--- src/sv/spfa_ram.sv ---
module spfa_ram #(
	parameter int WIDTH = 8,
	parameter int DEPTH = 64
) (
	input  logic                     clk,
	input  logic                     we,
	input  logic [$clog2(DEPTH)-1:0] waddr,
	input  logic [WIDTH-1:0]         wdata,
	input  logic [$clog2(DEPTH)-1:0] raddr,
	output logic [WIDTH-1:0]         rdata
);

	logic [WIDTH-1:0] mem [DEPTH];

	// write and registered read
	always_ff @(posedge clk) begin
		if (we) begin
			mem[waddr] <= wdata;
		end
		rdata <= mem[raddr];
	end

endmodule

--- config.mk ---
export PLATFORM = sky130hd
export DESIGN_NAME = spfa_ram
export DESIGN_NICKNAME = d
export VERILOG_FILES = /design/src/sv/spfa_ram.sv
export SDC_FILE = /design/constraint.sdc
export NUM_CORES = 1
export LEC_CHECK = 0
export BUFFER_PORTS_ARGS = -buffer_cell sky130_fd_sc_hd__clkbuf_2
export CAP_MARGIN = 20
export CORE_UTILIZATION = 35
export CTS_BUF_LIST = sky130_fd_sc_hd__clkbuf_8
export DETAILED_ROUTE_END_ITERATION = 16
export HOLD_SLACK_MARGIN = 0.05
export SLEW_MARGIN = 10
export SYNTH_ARGS = -nofsm -noshare
export SYNTH_HDL_FRONTEND = slang
export SYNTH_SLANG_ARGS = --single-unit
export TNS_END_PERCENT = 10
--- constraint.sdc ---
create_clock -name clk -period 3.5 [get_ports clk]
set_input_delay 0.7 -clock clk [delete_from_list [all_inputs] [get_ports clk]]
set_output_delay 0.7 -clock clk [all_outputs]
set_load 0.01 [all_outputs]
==> metrics.yaml, run 1 <==
run_status:
  outcome: "complete, no violations"
global_routing:
  antenna_found_initial: 2
  grt_pass1_wl_um: 70500
  grt_max_degree: 57
  track_usage: 0.165
  grt_pass1_vias: 10400
  grt_overflow_total: 0
placed_design:
  place_congestion: 0.833
  dp_hpwl_um: 29900
  io_buffers: 29
  dpl.cell_count: 1777
  dp_slack_ps: 558
sta:
  max_freq_mhz: 445
  slew_headroom: 0.286
  min_period_over_period: 0.643
  setup_violations: 0
  setup_slack_ps: 1250
  rsz0062_at_grt: "no"
  drv_slew: 0
  tns_ps: 0
  fin_crit_ps: 2250
  tightest_slew_ps: 1070
  finClkSkew_ps: 40.9
  hold_violations: 0
logic_synthesis:
  async_reset_ff_frac: 0
  ys_seq_area_frac: 0.770
  yosys-top-cells-area: "edfxtp_1, mux4_2, nor2_1"
  synthCells: 940
  netlist.top_cell.by_area: "edfxtp_1"
  ys_dominant_reg_cell: "edfxtp_1"
  yosys.area.top_type_share: 0.762
  synth-edff-count: 512
  netlist_area_um2: 20200
  synth.distinct_cells: 40
  yosys-top-cells-count: "edfxtp_1, mux4_2, nor2_1, mux2i_1, nand2_1"
  synth_warnings: 0
  syn_avg_cell_area_um2: 21.5
  synth_fp_nets: 962
  ys_ff_latch: 520
  synth.most_common_cell: "edfxtp_1"
clock_network:
  clockBufferDepth: 3
  clk_pin_slew_ps: 60
  htree_levels: 3
  ctsHoldBuffers: 0
  clock_latency_ps: 660
  cts_resized: 0
  cts-root-buf: "clkbuf_8"
  cts-buffers-inserted: 82
  cts_tree: "built"
  cts.sinks: 520
  post_cts_buffers: 0
final_layout:
  syn_to_final_growth_pct: 15.8
  stdcell_count: 1926
  final_nets: 1130
  drive_gt1_frac: 0.322
  fin_util: 0.412
  nFillCells: 4957
hold_path:
  hold_end: "mem[52][5]$_DFFE_PP_"
  hold_path_depth: 1
  hold_start: "wdata[5]"
  worstHoldPathType: "primary input to flop"
critical_path:
  required_ps: 4010
  crit_slowest_cell: "mux4_2"
  timing.rr.start: "mem[28][4]$_DFFE_PP_"
  r2r_slack_ps: 1570
  ff2ff_path_depth: 5
  cpLargestDelayFamily: "buffers and inverters"
  startpoint: "raddr[0]"
  critPathMaxStageDelay_ps: 570
  crit_arrival_ps: 2760
  cp_max_fo: 25
  path_cells: "clkbuf_8 -> buf_4 -> mux4_2 -> o221a_2 -> nor3_1 -> o32ai_1"
  end_kind: "flop"
  path_class: "primary input to flop"
  startpoint_type: "primary input"
  crit_buf_inv: 2
  r2r_end: "rdata[4]$_DFF_P_"
pwr:
  cellPowerDensity_nw_per_um2: 528
  power_w: 0.0123
  p_leak_nw: 7.52
  ir_drop_uv: 234
route:
  drtPass1Iterations: 5
  wl_per_cell_um: 24.7
  drtAntennaViolNets: 0
  vias: 10000
  first_iter_violations: 963
  via_per_inst: 5.22
  drc: 0
  wirelength_um: 47600
die:
  placementRows: 87
  ioPinCount: 30
  die_y_um: 242
  initial_utilization: 0.356
  die_area_um2: 58600
  core_um2: 56700
  die_w_um: 242
run:
  timing.max_cap.violations: 0
## placed cells by master (no fill, tap or decap), types with 2 or more instances in the layout
cell type	count
edfxtp_1	512
mux4_2	126
buf_4	99
clkbuf_8	85
nor2_1	83
inv_1	25
clkbuf_2	25
mux2i_1	23
nand2_1	19
clkinv_1	19
nor2b_1	14
mux2_2	13
nand3_1	13
clkinv_2	10
o221ai_1	8
o22ai_1	8
buf_12	8
dfxtp_1	8
nand2b_1	7
nor3_1	7
a221oi_1	6
a211oi_1	4
nand3b_1	3
a21oi_1	3
a22oi_1	3
o2111ai_1	3
o2bb2ai_1	3
inv_6	3
o221a_2	2
nor4_1	2
o32ai_1	2
a2111oi_0	2
o21a_1	2
o21ai_1	2
o41ai_1	2
nand4_1	2
o21ai_0	2
clkinvlp_4	2
bufinv_16	2
## logic make-up (layout without fill, tap and decap cells)
logic type	count (synthesis)	after routing	share of synthesized area
AOI/OAI and AO/OA	54	54	0.0207
buffers and inverters	51	280	0.0157
muxes	162	162	0.159
other	0	1	0
and+or+nand+nor	153	153	0.0339
DFF	520	520	0.770
## registers in the layout, indices dropped and copies added, names as in the netlist
name / cells
rdata: 8
mem: 512
## per-stage QoR
step | hold WS [ps] | instance area [um^2]
6_report | 515 | 23300
3_3_place_gp | 797 | 21800
5_1_grt | 517 | 23300
3_5_place_dp | 833 | 21800
2_1_floorplan | 718 | 20200
4_1_cts | 517 | 23300
## power by group
group / total [W] / leakage, nW / switching, W / internal (W)
sequential: 0.00693 / 4.67 / 0.0000318 / 0.00689
combinational: 0.000677 / 1.99 / 0.000408 / 0.000268
clock: 0.00471 / 0.848 / 0.00233 / 0.00238
total: 0.0123 / 7.52 / 0.00277 / 0.00954
## worst register-to-register path: cells and delay by family, from the launching register on
kind,cells,cell delay [ps]
flops,1,370
simple gates,1,230
mux,2,770
compound gates,2,430
## area by class of cell
type                            instances  area [um^2]  share of cell area
Clock inverter                         61          317              0.0136
Sequential cell                       520        15500               0.665
Multi-Input combinational cell        369         4320               0.185
Antenna cell                            1         2.50            0.000107
Tap cell                              756          946              0.0405
Clock buffer                           84         1160              0.0495
Timing Repair Buffer                  135         1080              0.0461
## routing by layer
layer	vias up	GRT usage	wire, um
met4	2	0.0666	1400
li1	4274	-	-
met3	70	0.0328	2820
met5	-	0	17
met2	330	0.264	23000
met1	5373	0.221	20400
## worst max path at each step
stage,slack (ps),end,depth (start not counted)
2_1_floorplan,1130,rdata[3]$_DFF_P_,7
3_3_place_gp,530,rdata[7]$_DFF_P_,7
3_5_place_dp,560,rdata[7]$_DFF_P_,7
4_1_cts,1260,rdata[7]$_DFF_P_,7
5_1_grt,1180,rdata[7]$_DFF_P_,7
6_report,1250,rdata[4]$_DFF_P_,6
Power figures use the tool's default switching activity.
==> run 2: changes to the inputs <==
clock period = 2.1 ns   (was 3.5 ns; I/O delays follow)
==> run 2 against run 1 <==
Effect of this change: die area stayed put; sequential share of layout area is 1.6 points lower; clock-buffer cell count grew 3; critical endpoint is now rdata[6]$_DFF_P_; largest power group unchanged; sequential power grew 66%; register-to-register slack worse by 1400 ps; critical path depth stayed put.
==> metrics.yaml, run 2 (synthesis results as in run 1) <==
sta:
  finClkSkew_ps: 15.9  # -25.0 ps
  whs_ps: 290  # -225 ps
  hold_violations: 0  # unchanged
  setup_slack_ps: 132  # -1120 ps
  fin_crit_ps: 1970
  rsz0062_at_grt: "no"
  slew_headroom: 0.483  # +0.198
  tightest_slew_ps: 775  # -297 ps
  setup_violations: 0  # unchanged
  drv_slew: 0  # unchanged
  max_freq_mhz: 508
  min_period_over_period: 0.937
clock_network:
  clk_pin_slew_ps: 60  # about the same
  post_cts_buffers: 0  # unchanged
  htree_levels: 3  # unchanged
  ctsHoldBuffers: 0  # unchanged
  cts_resized: 0  # unchanged
  cts-buffers-inserted: 82  # unchanged
  cts-root-buf: "clkbuf_8"
  clock_latency_ps: 640  # -20 ps
  cts_tree: "built"
  clockBufferDepth: 3  # unchanged
  cts.sinks: 520  # unchanged
critical_path:
  crit_arrival_ps: 2480  # -280 ps
  crit_buf_inv: 1  # -1
  required_ps: 2610  # -1400 ps
  crit_slowest_cell: "mux4_2"
  end_kind: "flop"
  cp_max_fo: 1  # -96%
  path_cells: "mux4_2 -> mux2_2 -> o221a_2 -> nor3_1 -> buf_4 -> o32ai_1"
  cpLargestDelayFamily: "multiplexers"
  critPathMaxStageDelay_ps: 470  # -100 ps
  path_class: "flop to flop"
  startpoint_type: "flop"
route:
  drtPass1Iterations: 5  # unchanged
  drtAntennaViolNets: 0  # unchanged
  first_iter_violations: 940  # -2.4%
  via_per_inst: 5.07  # -2.8%
  drc: 0  # unchanged
  vias: 10100  # +0.24%
  wl_per_cell_um: 23.6  # -4.7%
  wirelength_um: 46800  # -1.7%
die:
  die_area_um2: 58600  # unchanged
  die_y_um: 242  # unchanged
  placementRows: 87  # unchanged
  initial_utilization: 0.356  # unchanged
  ioPinCount: 30  # unchanged
  die_w_um: 242  # unchanged
  core_um2: 56700  # unchanged
global_routing:
  track_usage: 0.162  # -0.00249
  grt_overflow_total: 0  # unchanged
  grt_pass1_wl_um: 69800  # -1.1%
  grt_max_degree: 65  # +14%
  grt_pass1_vias: 10600  # +2.4%
  antenna_found_initial: 1  # -1
final_layout:
  final_nets: 1190  # +5.3%
  stdcell_count: 1987  # +3.2%
  syn_to_final_growth_pct: 18.6
  top_regs: "mem (512), rdata (8)"
  drive_gt1_frac: 0.351  # +0.0287
  largest_reg_flops: 512  # unchanged
  final_cell_mix: "edfxtp_1, buf_4, mux4_2"
  top_register: "mem"
  final_common_cell: "edfxtp_1"
  fin_util: 0.422  # +0.0101
run_status:
  outcome: "complete, no violations"
run:
  timing.max_cap.violations: 0  # unchanged
pwr:
  p_leak_nw: 7.87  # +4.7%
  power_w: 0.0207  # +68%
  ir_drop_uv: 475  # +100%
  cellPowerDensity_nw_per_um2: 865  # +64%
hold_path:
  worstHoldPathType: "primary input to flop"
placed_design:
  dpl.cell_count: 1840  # +3.5%
  dp_slack_ps: -339  # -897 ps
  place_congestion: 0.796  # -4.5%
  io_buffers: 29  # unchanged
  dp_hpwl_um: 29600  # -0.75%
==> run 2: final timing paths <==
kind                   startpoint                    to  slack [ps]  cells after the start
max reg2reg  mem[21][6]$_DFFE_PP_      rdata[6]$_DFF_P_         130                      6
max          mem[21][6]$_DFFE_PP_      rdata[6]$_DFF_P_         130                      6
min                      wdata[6]  mem[59][6]$_DFFE_PP_         290                      2
min reg2reg   mem[6][7]$_DFFE_PP_      rdata[7]$_DFF_P_         870                      4
==> run 2: where the power goes <==
part           internal (W)  switching [W]  leakage [nW]
logic              0.000532       0.000691          2.32
clock network       0.00417        0.00377         0.871
registers            0.0115      0.0000417          4.67
==> run 2: through the flow <==
step / TNS, ps / cell area, um^2
floorplan: 0 / 20200
finish: 0 / 23900
global route: 0 / 23900
CTS: 0 / 23900
global placement: -2230 / 22400
detailed placement: -2320 / 22400
==> run 2: layout make-up <==
cell class / count / area [um^2]
clock inverter: 59 / 310
clock buffer: 87 / 1200
timing repair buffer: 195 / 1620
sequential: 520 / 15500
antenna: 1 / 2.50
tap: 756 / 946
multi-input combinational: 369 / 4320
fill: 4837 / 32800
==> run 2: layer usage <==
metal	vias to the layer above	part of all wire	track usage	routed length, um
met4	0	0.023	0.0581	1070
met1	5337	0.44	0.224	20800
met5	-	0	0	0
met2	278	0.48	0.261	22700
li1	4393	-	-	-
met3	65	0.049	0.0268	2310
